==> src/sv/tmn_pkg.sv <==
// ----------------------------------------------------------------------------
// tmn_pkg
// Types and constants shared by the tridiagonal matrix norm block.
// ----------------------------------------------------------------------------
package tmn_pkg;

  localparam int COMP_W  = 16;
  localparam int SQ_W    = 32;
  localparam int MAG_W   = 24;
  localparam int NORM_W  = 40;
  localparam int SSUM_W  = 64;
  localparam int KIND_W  = 3;

  localparam logic [KIND_W-1:0] K_MAX  = 3'd0;
  localparam logic [KIND_W-1:0] K_ONE  = 3'd1;
  localparam logic [KIND_W-1:0] K_INF  = 3'd2;
  localparam logic [KIND_W-1:0] K_FROB = 3'd3;

  typedef struct packed {
    logic [SQ_W-1:0] sq_sub;
    logic [SQ_W-1:0] sq_diag;
    logic [SQ_W-1:0] sq_sup;
    logic            last;
  } entry_t;

  typedef enum logic [2:0] {
    S_IDLE,
    S_ROOT,
    S_UPD,
    S_FROB,
    S_FIN
  } back_state_t;

  function automatic logic [COMP_W-1:0] comp_abs(input logic signed [COMP_W-1:0] v);
    logic [COMP_W-1:0] u;
    u = v;
    return v[COMP_W-1] ? COMP_W'(~u + 1'b1) : u;
  endfunction

endpackage

==> src/sv/tmn_if.sv <==
// ----------------------------------------------------------------------------
// tmn_if
// Valid/ready channels: matrix entries in, norm results out.
// ----------------------------------------------------------------------------
interface tmn_in_if import tmn_pkg::*; ();
  logic                     valid;
  logic                     ready;
  logic signed [COMP_W-1:0] sub_re;
  logic signed [COMP_W-1:0] sub_im;
  logic signed [COMP_W-1:0] diag_re;
  logic signed [COMP_W-1:0] diag_im;
  logic signed [COMP_W-1:0] super_re;
  logic signed [COMP_W-1:0] super_im;
  logic                     final_index;

  modport source (output valid, sub_re, sub_im, diag_re, diag_im, super_re, super_im,
                  final_index, input ready);
  modport sink   (input valid, sub_re, sub_im, diag_re, diag_im, super_re, super_im,
                  final_index, output ready);
endinterface

interface tmn_out_if import tmn_pkg::*; ();
  logic              valid;
  logic              ready;
  logic [NORM_W-1:0] norm_value;
  logic              saturated;

  modport source (output valid, norm_value, saturated, input ready);
  modport sink   (input valid, norm_value, saturated, output ready);
endinterface

==> src/sv/tmn_sqrt.sv <==
// ----------------------------------------------------------------------------
// tmn_sqrt
// Bit-serial square root, floor(256*sqrt(v)), one result bit per cycle.
// ----------------------------------------------------------------------------
module tmn_sqrt import tmn_pkg::*; (
  input  logic              clk,
  input  logic              rst_n,
  input  logic              start,
  input  logic [SSUM_W-1:0] operand,
  output logic              done,
  output logic [NORM_W-1:0] root
);

  localparam int REM_W = NORM_W + 4;

  logic              busy_r, busy_nxt;
  logic              done_r, done_nxt;
  logic [5:0]        cnt_r, cnt_nxt;
  logic [NORM_W-1:0] root_r, root_nxt;
  logic [REM_W-1:0]  rem_r, rem_nxt;
  logic [SSUM_W-1:0] sh_r, sh_nxt;
  logic [REM_W-1:0]  rem_t, trial;

  always_comb begin
    busy_nxt = busy_r;
    done_nxt = 1'b0;
    cnt_nxt  = cnt_r;
    root_nxt = root_r;
    rem_nxt  = rem_r;
    sh_nxt   = sh_r;
    rem_t    = {rem_r[REM_W-3:0], sh_r[SSUM_W-1 -: 2]};
    trial    = {2'b00, root_r, 2'b01};
    if (start && !busy_r) begin
      busy_nxt = 1'b1;
      cnt_nxt  = '0;
      root_nxt = '0;
      rem_nxt  = '0;
      sh_nxt   = operand;
    end else if (busy_r) begin
      sh_nxt = {sh_r[SSUM_W-3:0], 2'b00};
      if (rem_t >= trial) begin
        rem_nxt  = rem_t - trial;
        root_nxt = {root_r[NORM_W-2:0], 1'b1};
      end else begin
        rem_nxt  = rem_t;
        root_nxt = {root_r[NORM_W-2:0], 1'b0};
      end
      cnt_nxt = cnt_r + 6'd1;
      if (cnt_r == 6'(NORM_W - 1)) begin
        busy_nxt = 1'b0;
        done_nxt = 1'b1;
      end
    end
  end

  always_ff @(posedge clk) begin
    if (!rst_n) begin
      busy_r <= 1'b0;
      done_r <= 1'b0;
      cnt_r  <= '0;
    end else begin
      busy_r <= busy_nxt;
      done_r <= done_nxt;
      cnt_r  <= cnt_nxt;
    end
    root_r <= root_nxt;
    rem_r  <= rem_nxt;
    sh_r   <= sh_nxt;
  end

  assign done = done_r;
  assign root = root_r;

endmodule

==> src/sv/tmn_front.sv <==
// ----------------------------------------------------------------------------
// tmn_front
// Takes entry beats, registers component magnitudes, forms squared moduli.
// ----------------------------------------------------------------------------
module tmn_front import tmn_pkg::*; (
  input  logic   clk,
  input  logic   rst_n,
  tmn_in_if.sink in_ch,
  output logic   push,
  output entry_t push_entry,
  input  logic   push_ready
);

  logic              stg_valid_r, stg_valid_nxt;
  logic [COMP_W-1:0] a_r [6];
  logic              last_r;
  logic              take;

  assign push      = stg_valid_r && push_ready;
  assign in_ch.ready = !stg_valid_r || push_ready;
  assign take      = in_ch.valid && in_ch.ready;

  always_comb begin
    stg_valid_nxt = stg_valid_r;
    if (take) stg_valid_nxt = 1'b1;
    else if (push) stg_valid_nxt = 1'b0;
  end

  always_ff @(posedge clk) begin
    if (!rst_n) begin
      stg_valid_r <= 1'b0;
    end else begin
      stg_valid_r <= stg_valid_nxt;
    end
    if (take) begin
      a_r[0] <= in_ch.final_index ? '0 : comp_abs(in_ch.sub_re);
      a_r[1] <= in_ch.final_index ? '0 : comp_abs(in_ch.sub_im);
      a_r[2] <= comp_abs(in_ch.diag_re);
      a_r[3] <= comp_abs(in_ch.diag_im);
      a_r[4] <= in_ch.final_index ? '0 : comp_abs(in_ch.super_re);
      a_r[5] <= in_ch.final_index ? '0 : comp_abs(in_ch.super_im);
      last_r <= in_ch.final_index;
    end
  end

  assign push_entry.sq_sub  = SQ_W'(a_r[0]) * SQ_W'(a_r[0]) + SQ_W'(a_r[1]) * SQ_W'(a_r[1]);
  assign push_entry.sq_diag = SQ_W'(a_r[2]) * SQ_W'(a_r[2]) + SQ_W'(a_r[3]) * SQ_W'(a_r[3]);
  assign push_entry.sq_sup  = SQ_W'(a_r[4]) * SQ_W'(a_r[4]) + SQ_W'(a_r[5]) * SQ_W'(a_r[5]);
  assign push_entry.last    = last_r;

endmodule

==> src/sv/tmn_queue.sv <==
// ----------------------------------------------------------------------------
// tmn_queue
// Two-entry queue between front and back.
// ----------------------------------------------------------------------------
module tmn_queue import tmn_pkg::*; (
  input  logic   clk,
  input  logic   rst_n,
  input  logic   push,
  input  entry_t push_entry,
  output logic   push_ready,
  input  logic   pop,
  output logic   pop_valid,
  output entry_t pop_entry
);

  entry_t     mem_r [2];
  logic       wp_r, rp_r;
  logic [1:0] cnt_r, cnt_nxt;

  assign push_ready = cnt_r != 2'd2;
  assign pop_valid  = cnt_r != 2'd0;
  assign pop_entry  = mem_r[rp_r];

  always_comb begin
    cnt_nxt = cnt_r;
    if (push && !(pop && pop_valid)) cnt_nxt = cnt_r + 2'd1;
    else if (!push && pop && pop_valid) cnt_nxt = cnt_r - 2'd1;
  end

  always_ff @(posedge clk) begin
    if (!rst_n) begin
      wp_r  <= 1'b0;
      rp_r  <= 1'b0;
      cnt_r <= '0;
    end else begin
      if (push) wp_r <= !wp_r;
      if (pop && pop_valid) rp_r <= !rp_r;
      cnt_r <= cnt_nxt;
    end
    if (push) mem_r[wp_r] <= push_entry;
  end

endmodule

==> src/sv/tmn_back.sv <==
// ----------------------------------------------------------------------------
// tmn_back
// Magnitudes through the shared root unit, norm update, result register.
// ----------------------------------------------------------------------------
module tmn_back import tmn_pkg::*; #(
  parameter int MAX_ORDER = 4096
) (
  input  logic              clk,
  input  logic              rst_n,
  input  logic [KIND_W-1:0] kind,
  input  logic              pop_valid,
  input  entry_t            pop_entry,
  output logic              pop,
  tmn_out_if.source         out_ch
);

  localparam int CNT_W = $clog2(MAX_ORDER + 1);

  back_state_t       state_r, state_nxt;
  logic [SQ_W-1:0]   sq_r [3];
  logic              last_r;
  logic [1:0]        idx_r, idx_nxt;
  logic [MAG_W-1:0]  mag_r [3];
  logic [NORM_W-1:0] run_r, run_nxt;
  logic [MAG_W-1:0]  psub_r, psub_nxt, psup_r, psup_nxt;
  logic [SSUM_W-1:0] ssum_r, ssum_nxt;
  logic [CNT_W-1:0]  cnt_r, cnt_nxt;
  logic              ovf_r, ovf_nxt;
  logic [NORM_W-1:0] res_r, res_nxt;
  logic              ov_r, ov_nxt;
  logic [NORM_W-1:0] onorm_r, onorm_nxt;
  logic              osat_r, osat_nxt;
  logic              clr;

  logic              sq_start, sq_done;
  logic [SSUM_W-1:0] sq_op;
  logic [NORM_W-1:0] sq_root;
  logic [NORM_W+1:0] csum;
  logic [SSUM_W:0]   fsum;
  logic [NORM_W-1:0] cand;

  tmn_sqrt u_sqrt (
    .clk     (clk),
    .rst_n   (rst_n),
    .start   (sq_start),
    .operand (sq_op),
    .done    (sq_done),
    .root    (sq_root)
  );

  always_ff @(posedge clk) begin
    if (!rst_n) begin
      state_r <= S_IDLE;
      ov_r    <= 1'b0;
      run_r   <= '0;
      psub_r  <= '0;
      psup_r  <= '0;
      ssum_r  <= '0;
      cnt_r   <= '0;
      ovf_r   <= 1'b0;
    end else begin
      state_r <= state_nxt;
      ov_r    <= ov_nxt;
      run_r   <= clr ? '0 : run_nxt;
      psub_r  <= clr ? '0 : psub_nxt;
      psup_r  <= clr ? '0 : psup_nxt;
      ssum_r  <= clr ? '0 : ssum_nxt;
      cnt_r   <= clr ? '0 : cnt_nxt;
      ovf_r   <= clr ? 1'b0 : ovf_nxt;
    end
    idx_r   <= idx_nxt;
    res_r   <= res_nxt;
    onorm_r <= onorm_nxt;
    osat_r  <= osat_nxt;
    if (pop) begin
      sq_r[0] <= pop_entry.sq_sub;
      sq_r[1] <= pop_entry.sq_diag;
      sq_r[2] <= pop_entry.sq_sup;
      last_r  <= pop_entry.last;
    end
    if (state_r == S_ROOT && sq_done) mag_r[idx_r] <= sq_root[MAG_W-1:0];
  end

  always_comb begin
    state_nxt = state_r;
    idx_nxt   = idx_r;
    run_nxt   = run_r;
    psub_nxt  = psub_r;
    psup_nxt  = psup_r;
    ssum_nxt  = ssum_r;
    cnt_nxt   = cnt_r;
    ovf_nxt   = ovf_r;
    res_nxt   = res_r;
    ov_nxt    = ov_r;
    onorm_nxt = onorm_r;
    osat_nxt  = osat_r;
    clr       = 1'b0;
    pop       = 1'b0;
    sq_start  = 1'b0;
    sq_op     = {{(SSUM_W-SQ_W){1'b0}}, pop_entry.sq_sub};
    csum      = '0;
    fsum      = '0;
    cand      = '0;

    if (ov_r && out_ch.ready) ov_nxt = 1'b0;

    case (state_r)
      S_IDLE: begin
        if (pop_valid) begin
          pop       = 1'b1;
          sq_start  = 1'b1;
          idx_nxt   = 2'd0;
          state_nxt = S_ROOT;
        end
      end
      S_ROOT: begin
        if (sq_done) begin
          if (idx_r == 2'd2) begin
            state_nxt = S_UPD;
          end else begin
            idx_nxt  = idx_r + 2'd1;
            sq_start = 1'b1;
            sq_op    = {{(SSUM_W-SQ_W){1'b0}}, sq_r[idx_r + 2'd1]};
          end
        end
      end
      S_UPD: begin
        if (cnt_r >= CNT_W'(MAX_ORDER)) ovf_nxt = 1'b1;
        else cnt_nxt = cnt_r + 1'b1;
        case (kind)
          K_MAX: begin
            cand = run_r;
            if (NORM_W'(mag_r[0]) > cand) cand = NORM_W'(mag_r[0]);
            if (NORM_W'(mag_r[1]) > cand) cand = NORM_W'(mag_r[1]);
            if (NORM_W'(mag_r[2]) > cand) cand = NORM_W'(mag_r[2]);
            run_nxt = cand;
          end
          K_ONE, K_INF: begin
            csum = (NORM_W+2)'(kind == K_ONE ? psup_r : psub_r) + (NORM_W+2)'(mag_r[1])
                 + (NORM_W+2)'(kind == K_ONE ? mag_r[0] : mag_r[2]);
            if (csum[NORM_W+1:NORM_W] != 2'b00) begin
              cand    = '1;
              ovf_nxt = 1'b1;
            end else begin
              cand = csum[NORM_W-1:0];
            end
            if (cand > run_r) run_nxt = cand;
          end
          K_FROB: begin
            fsum = (SSUM_W+1)'(ssum_r) + (SSUM_W+1)'(sq_r[0]) + (SSUM_W+1)'(sq_r[1])
                 + (SSUM_W+1)'(sq_r[2]);
            if (fsum[SSUM_W]) begin
              ssum_nxt = '1;
              ovf_nxt  = 1'b1;
            end else begin
              ssum_nxt = fsum[SSUM_W-1:0];
            end
          end
          default: begin
          end
        endcase
        psub_nxt = mag_r[0];
        psup_nxt = mag_r[2];
        if (!last_r) begin
          state_nxt = S_IDLE;
        end else if (kind == K_FROB) begin
          sq_start  = 1'b1;
          sq_op     = ssum_nxt;
          state_nxt = S_FROB;
        end else begin
          res_nxt   = (kind <= K_INF) ? run_nxt : '0;
          state_nxt = S_FIN;
        end
      end
      S_FROB: begin
        if (sq_done) begin
          res_nxt   = sq_root;
          state_nxt = S_FIN;
        end
      end
      S_FIN: begin
        if (!ov_r || out_ch.ready) begin
          ov_nxt    = 1'b1;
          onorm_nxt = res_r;
          osat_nxt  = ovf_r;
          clr       = 1'b1;
          state_nxt = S_IDLE;
        end
      end
      default: begin
        state_nxt = S_IDLE;
      end
    endcase
  end

  assign out_ch.valid      = ov_r;
  assign out_ch.norm_value = onorm_r;
  assign out_ch.saturated  = osat_r;

endmodule

==> src/sv/tridiagonal_matrix_norm_top.sv <==
// ----------------------------------------------------------------------------
// tridiagonal_matrix_norm_top
// Streaming norm of a complex tridiagonal matrix, one diagonal index per beat.
// ----------------------------------------------------------------------------
// Each beat carries one diagonal position; the beat with final_index set ends
// the matrix and yields one result beat. A front stage and a two-entry queue
// take beats while the back end works. The back end runs the three entry
// magnitudes through one bit-serial root unit in turn and then updates the
// norm; on a Frobenius matrix the last beat also takes the final root there.
// norm_kind must be written only while idle; the block does not enforce it.
module tridiagonal_matrix_norm_top import tmn_pkg::*; #(
  parameter int MAX_ORDER = 4096
) (
  input  logic              clk,
  input  logic              rst_n,
  tmn_in_if.sink            in_ch,
  tmn_out_if.source         out_ch,
  input  logic              cfg_we,
  input  logic [KIND_W-1:0] cfg_data
);

  logic [KIND_W-1:0] kind_r;
  logic              push, push_ready, pop, pop_valid;
  entry_t            push_entry, pop_entry;

  always_ff @(posedge clk) begin
    if (!rst_n) begin
      kind_r <= K_MAX;
    end else if (cfg_we) begin
      kind_r <= cfg_data;
    end
  end

  tmn_front u_front (
    .clk        (clk),
    .rst_n      (rst_n),
    .in_ch      (in_ch),
    .push       (push),
    .push_entry (push_entry),
    .push_ready (push_ready)
  );

  tmn_queue u_queue (
    .clk        (clk),
    .rst_n      (rst_n),
    .push       (push),
    .push_entry (push_entry),
    .push_ready (push_ready),
    .pop        (pop),
    .pop_valid  (pop_valid),
    .pop_entry  (pop_entry)
  );

  tmn_back #(.MAX_ORDER(MAX_ORDER)) u_back (
    .clk       (clk),
    .rst_n     (rst_n),
    .kind      (kind_r),
    .pop_valid (pop_valid),
    .pop_entry (pop_entry),
    .pop       (pop),
    .out_ch    (out_ch)
  );

endmodule

==> src/flat_wrapper.sv <==
// flat-port wrapper written by rule: the top's interface ports become plain ports
module tridiagonal_matrix_norm_top_flat import tmn_pkg::*;
#(
  parameter int MAX_ORDER = 4096
)
  (clk, rst_n, cfg_we, cfg_data, in_ch_valid, in_ch_sub_re, in_ch_sub_im, in_ch_diag_re, in_ch_diag_im, in_ch_super_re, in_ch_super_im, in_ch_final_index, in_ch_ready, out_ch_valid, out_ch_norm_value, out_ch_saturated, out_ch_ready);
  tmn_in_if in_ch_i ();
  tmn_out_if out_ch_i ();
  input  logic clk;
  input  logic rst_n;
  input  logic cfg_we;
  input  logic [KIND_W-1:0] cfg_data;
  input wire logic [$bits(in_ch_i.valid)-1:0] in_ch_valid;
  input wire logic [$bits(in_ch_i.sub_re)-1:0] in_ch_sub_re;
  input wire logic [$bits(in_ch_i.sub_im)-1:0] in_ch_sub_im;
  input wire logic [$bits(in_ch_i.diag_re)-1:0] in_ch_diag_re;
  input wire logic [$bits(in_ch_i.diag_im)-1:0] in_ch_diag_im;
  input wire logic [$bits(in_ch_i.super_re)-1:0] in_ch_super_re;
  input wire logic [$bits(in_ch_i.super_im)-1:0] in_ch_super_im;
  input wire logic [$bits(in_ch_i.final_index)-1:0] in_ch_final_index;
  output wire logic [$bits(in_ch_i.ready)-1:0] in_ch_ready;
  output wire logic [$bits(out_ch_i.valid)-1:0] out_ch_valid;
  output wire logic [$bits(out_ch_i.norm_value)-1:0] out_ch_norm_value;
  output wire logic [$bits(out_ch_i.saturated)-1:0] out_ch_saturated;
  input wire logic [$bits(out_ch_i.ready)-1:0] out_ch_ready;
  assign in_ch_i.valid = in_ch_valid;
  assign in_ch_i.sub_re = in_ch_sub_re;
  assign in_ch_i.sub_im = in_ch_sub_im;
  assign in_ch_i.diag_re = in_ch_diag_re;
  assign in_ch_i.diag_im = in_ch_diag_im;
  assign in_ch_i.super_re = in_ch_super_re;
  assign in_ch_i.super_im = in_ch_super_im;
  assign in_ch_i.final_index = in_ch_final_index;
  assign in_ch_ready = in_ch_i.ready;
  assign out_ch_valid = out_ch_i.valid;
  assign out_ch_norm_value = out_ch_i.norm_value;
  assign out_ch_saturated = out_ch_i.saturated;
  assign out_ch_i.ready = out_ch_ready;
  tridiagonal_matrix_norm_top #(.MAX_ORDER(MAX_ORDER)) u_core (.clk(clk), .rst_n(rst_n), .in_ch(in_ch_i), .out_ch(out_ch_i), .cfg_we(cfg_we), .cfg_data(cfg_data));
endmodule
==> config.mk <==
export PLATFORM = sky130hd
export DESIGN_NAME = tridiagonal_matrix_norm_top_flat
export DESIGN_NICKNAME = d
export VERILOG_FILES = /design/src/sv/tmn_pkg.sv /design/src/sv/tmn_if.sv /design/src/sv/tmn_sqrt.sv /design/src/sv/tmn_front.sv /design/src/sv/tmn_queue.sv /design/src/sv/tmn_back.sv /design/src/sv/tridiagonal_matrix_norm_top.sv /design/src/flat_wrapper.sv
export SDC_FILE = /design/constraint.sdc
export NUM_CORES = 2
export LEC_CHECK = 0
export BUFFER_PORTS_ARGS = -buffer_cell sky130_fd_sc_hd__buf_2
export CAP_MARGIN = 20
export CELL_PAD_IN_SITES_DETAIL_PLACEMENT = 2
export CELL_PAD_IN_SITES_GLOBAL_PLACEMENT = 2
export CORE_UTILIZATION = 39
export DETAILED_ROUTE_END_ITERATION = 10
export PLACE_DENSITY_LB_ADDON = 0.1
export SYNTH_ARGS = -nofsm -noshare
export SYNTH_HDL_FRONTEND = slang
export SYNTH_SLANG_ARGS = --single-unit
==> constraint.sdc <==
create_clock -name clk -period 6.8 [get_ports clk]
set_input_delay 0.68 -clock clk [delete_from_list [all_inputs] [get_ports clk]]
set_output_delay 0.68 -clock clk [all_outputs]
set_load 0.02 [all_outputs]
# Yosys cells after proc, flatten, opt, wreduce, memory -nomap -nowiden
# Memory sizes are Yosys's and may differ from the RTL's. A register that Yosys moved wholly into a read port is not among the register bits.
# Cells that the tools add are included.
# classes
div,0
eq_ne,18
shifts,0
muxes,86
bitwise_logic,9
n_reduce_logical,36
addsub,20
n_mul,6
magnitude_cmp,7
# op_table
operator,n
two-way mux 40 bit,15
two-way mux 64 bit,6
multiplier 16 x 16 -> 32 bit,6
two-way mux 16 bit,10
one-hot mux 40 bit (2 select lines),2
adder 65 x 32 -> 65 bit,2
one-hot mux 64 bit (2 select lines),1
> comparator 24 x 40 -> 1 bit,3
"adder 16 x 1 -> 16 bit, second input constant",6
adder 32 bit,3
inverter 16 bit,6
adder 64 x 32 -> 65 bit,1
two-way mux 32 bit,2
two-way mux 24 bit,2
>= comparator 44 x 42 -> 1 bit,1
two-way mux 42 bit,1
subtractor 42 bit,1
> comparator 40 bit,1
two-way mux 1 bit,31
adder 25 x 24 -> 26 bit,1
adder 24 x 24 -> 25 bit,1
two-way mux 3 bit,7
one-hot mux 3 bit (5 select lines),1
"adder 13 x 1 -> 13 bit, second input constant",1
28 further kinds,71
# word_totals
input_bits,105
output_inout_bits,43
regBits,417
wordCells,211
romBits,0
mem_bits_rw,458
latch_bits,0
n_memories,4
# memory_table
memory,words,word_bits,read_ports,rd_ports_with_merged_regs,wr,line,source
u_core.u_queue.mem_r,2,97,1,1,1,tmn_queue.sv:16,entry_t mem_r [2];
u_core.u_back.sq_r,3,32,4,0,3,tmn_back.sv:20,logic [SQ_W-1:0] sq_r [3];
u_core.u_front.a_r,6,16,6,0,6,tmn_front.sv:15,logic [COMP_W-1:0] a_r [6];
u_core.u_back.mag_r,3,24,3,0,1,tmn_back.sv:23,logic [MAG_W-1:0] mag_r [3];

# Logic depth before layout (Yosys ltp)
# An unclocked memory read counts as a cell.
# depth
depth_word,16
depth_mapped,37
ltp_nobuf,31

# Hierarchy
# From an unflattened synthesis, not the netlist that was laid out.
# unflattened
hier_cells,8869
hier_area_um2,90667.0
# modules_own_cells
mod,cells_each,seq_area_each_um2,area_each_um2,n_inst
tmn_front,5168,2932.8,49294.8,1
tmn_back,2479,10970.5,25318.0,1
tmn_sqrt,886,3723.6,8598.2,1
tmn_queue,327,5925.7,7347.0,1
tridiagonal_matrix_norm_top,9,60.1,108.9,1

# Worst setup path before layout
# No wires, ideal clock.
# synth_path
path_type,register -> register
from,memory u_core.u_front.a_r[4][2]
to,"memory u_core.u_queue.mem_r[0][28] (netlist name), data pin"
setup_slack_ns,-0.681
stages_incl_launch_ff,28
required_time_ns,6.538
arrival_time_ns,7.219
n_path_buf,1
setup_ns,0.262
synth_period_minus_slack_ns,7.481
cell_sequence,edfxtp_1 -> clkbuf_1 -> nand2_1 -> inv_1 -> fa_1 -> fa_1 -> fa_1 -> inv_1 -> fa_1 -> inv_1 -> fa_1 -> inv_1 -> fa_1 -> inv_1 -> fa_1 -> inv_1 -> fa_1 -> inv_1 -> ha_1 -> a211oi_1 -> o31ai_1 -> a211oi_1 -> a21oi_1 -> a41oi_1 -> a21oi_1 -> a31o_2 -> a21oi_1 -> xnor2_1
# synth_lines
element,line
start: declaration,tmn_front.sv:15
end: declaration,tmn_queue.sv:16

==> results.md <==
* Critical path origin: u_core.u_back.mag_r[0][13]
* GRT overflow at 0
* Vias per cell at 5.33
* Layout cells sized above 1 at 24.5%
* Crit Path Max Fanout at 8
* Worst-path clk slew at around 0.07 ns
* CTS tree: built
* Status: finished with violations
* Synthesized flop and latch total at slightly below 900
* PortBufs at 147
* Iter 0 DRT Violations at about 3700
* Yosys top cell by area: fa_1
* Chip Width at ~480 um
* Startpoint types: flop
* CP top delay family: compound AO/OA/AOI/OAI gates
* Critical Path End Type: flop
* Dominant synthesized flop cell: edfxtp_1
* Max_cap viols at 0
* H-tree levels at 3
* Total Routing Usage GR at about 28%
* Slew @ Worst Pin at about 1.2 ns
* CP arrival at 8.61 ns
* Crit-path most repeated cell: buf_6
* CTS Hold Bufs at 0
* Syn nets at about 11000
* Clk_skew at a little over 0.1 ns
* Sink Count at around 900
* Period Utilization, post-route at 118%
* Asr flop ratio synth at 0%
* Clock root cell: clkbuf_16
* Final nets at between 10000 and 15000
* Total core area at approximately 0.23 sq mm
* Final hold slack at just over 0.09 ns
* Ports at between 100 and 150
* Die area at between 0.2 and 0.25 sq mm
* Synth top area cells: fa_1 (28%), edfxtp_1 (20%), ha_1 (11%)
* Final slew viol count at 0
* First-pass GRT wire length at 491000 um
* F_max at around 0.12 GHz
* Area grow syn2layout at 24.2%
* Crit path required time at roughly 7.4 ns
* Post-synthesis cell count at between 8000 and 9000
* Seq/Total Area, Yosys at a little over a quarter
* Mapped Avg Cell Area at approximately 10 sq um
* Yosys top cell area share at around 28%
* Clk_lat worst skew at between 0.8 and 0.9 ns
* Post-synth cell types at 87
* Ys Warns at 0
* ANT nets after route at 0
* Post-synth EDFFs at approximately 610
* Worst Hold Launch: cfg_data[1]
* Num rows at 175
* Mapped Area at approximately 0.089 sq mm
* Via count at 70000
* Vias in the first global route at 82100
* Setup WS post-layout at -1.21 ns
* Failing checks: negative setup slack
* Initial core utilization at about 40%
* Die Span Y at just under 500 um
* Fin. Hold Viols at 0
* Setup violators final at roughly 150
* Slowest stage delay, CP at 0.54 ns
* Residual DRC at 0
* Max clock buf depth at 3
* Max_slew headroom at a little over a fifth
* Critical path buffers and inverters at 10
* Largest net degree at the start of global routing at 67
* Unrepaired setup endpoints after global routing: true
* Routed wire per std cell at 25.1 um
* Cts bufs inserted at 105
* Hold Crit Class: in -> reg
* Detailed Routing Iterations Pass 1 at 5
* Post-DP HPWL at 243000 um
* Worst r2r src: u_core.u_back.mag_r[0][13]
* WS Path Type: reg -> reg
* Final wirelength at 331000 um
* Initial antenna violation count at 9
* Min Tclk post-route at approximately 8.0 ns
* Final GP Congestion at between 0.9 and 1
* CP max stage cell: a2111o_1
-- per-stage QoR --
stage	setup TNS (ns)	utilization, %	setup slack (ns)	cell area, sq um	cells
CTS	-50.18	47.8	-0.749	109000	13100
finish	-98.81	48.7	-1.21	111000	13200
detailed placement	-90.20	44.5	-1.03	101000	12700
floorplan	-2.90	-	-0.317	90200	8827
global route	-125.51	48.7	-1.25	111000	13200
global placement	-54.61	44.5	-0.759	101000	12700
-- what timing repair did --
item	in CTS	in global routing
resized for setup	625	411
cloned	4	0
pin swaps	355	314
endpoints found under the setup margin	163	176
setup buffers	189	104
-- cell type report --
cell class	count	area [sq um]
Clock inverter	67	761
Timing Repair Buffer	1415	11400
Antenna cell	2	5.00
Inverter	1767	6640
Clock buffer	133	2770
Tap cell	3009	3760
Sequential cell	876	23600
Multi-Input combinational cell	5883	62000
Fill cell	23300	117000
-- Yosys cell counts (all sizes together), types with 95 or more instances --
master and n:
mux2 135, nand3 95, and2 376, nand2 746, inv 1767, edfxtp 607, xor2 123, o21ai 345
clkbuf 263, a21o 127, nor2 400, a21oi 394, xnor2 183, ha 758, dfxtp 269, mux2i 120
fa 1252
-- cells in the final DEF (no fill, tap or decap), drive strengths merged, types with 15 or more instances in the layout --
master	instances
a22o	31
mux2i	120
xnor2	183
or2	17
nand2	746
and3	55
inv	1772
o31ai	41
ha	758
a21o	127
nor2b	47
o21ai	345
nand3	95
edfxtp	607
o211ai	25
o21bai	16
nor3	62
clkbuf	133
nand2b	47
o21a	39
a221oi	16
fa	1252
and4	15
dfxtp	269
a211oi	35
a311oi	36
a32oi	17
mux2	135
clkinv	45
and2	376
buf	1415
nand4	50
a31oi	43
o2bb2ai	24
nor2	400
xor2	123
or3	39
a211o	21
a21oi	394
-- path summary, 6_finish.rpt --
| path | endpoint | slack, ns | cells after the start |
|---|---|---|---|
| max | u_core.u_back.res_r[15] | -1.21 | 38 |
| min | u_core.kind_r[1] | 0.09 | 3 |
| max reg2reg | u_core.u_back.res_r[15] | -1.21 | 38 |
| min reg2reg | u_core.u_queue.mem_r[1][0] | 0.39 | 0 |
-- per-layer routing --
layer | global-route usage, % | wire length, um | up-vias
li1 | - | - | 31100
met1 | 33.7 | 132000 | 36800
met2 | 51.2 | 174000 | 1484
met3 | 2.98 | 12600 | 642
met4 | 8.15 | 11900 | 6
met5 | 0 | 44 | -
-- worst register-to-register path: cells and delay by family (launching register included) --
family | cells | cell delay (ns)
flops | 1 | 0.46
simple gates | 8 | 1.36
compound gates | 16 | 3.03
fa+ha+maj | 3 | 1.02
buf+inv | 10 | 1.62
mux | 1 | 0.28
-- registers in the layout, summed over array words and instances (netlist names), 24 cells and up, named ones only --
register / count
u_core.u_queue.mem_r: 194
u_core.u_back.u_sqrt.rem_r: 42
u_core.u_back.u_sqrt.root: 40
u_core.u_back.mag_r: 72
u_core.u_back.psup_r: 24
u_core.u_back.out_ch.norm_value: 40
u_core.u_back.psub_r: 24
u_core.u_front.a_r: 96
u_core.u_back.ssum_r: 64
u_core.u_back.sq_r: 96
u_core.u_back.res_r: 40
u_core.u_back.u_sqrt.sh_r: 64
u_core.u_back.run_r: 40
-- kinds of logic (layout without fill, tap and decap cells) --
kind of cell,Yosys count,after routing,share of synthesized area (%)
xor+xnor,306,306,3.00
compound gates,1323,1323,9.41
simple gates,1989,1989,10.6
mux,255,255,3.05
other cells,0,2,0
flops,876,876,26.4
fa+ha+maj,2010,2010,38.7
buf+inv,2068,3382,8.76
Power is not shown: default switching activity piles up to over one toggle a cycle in this logic, so the estimate is an artifact.
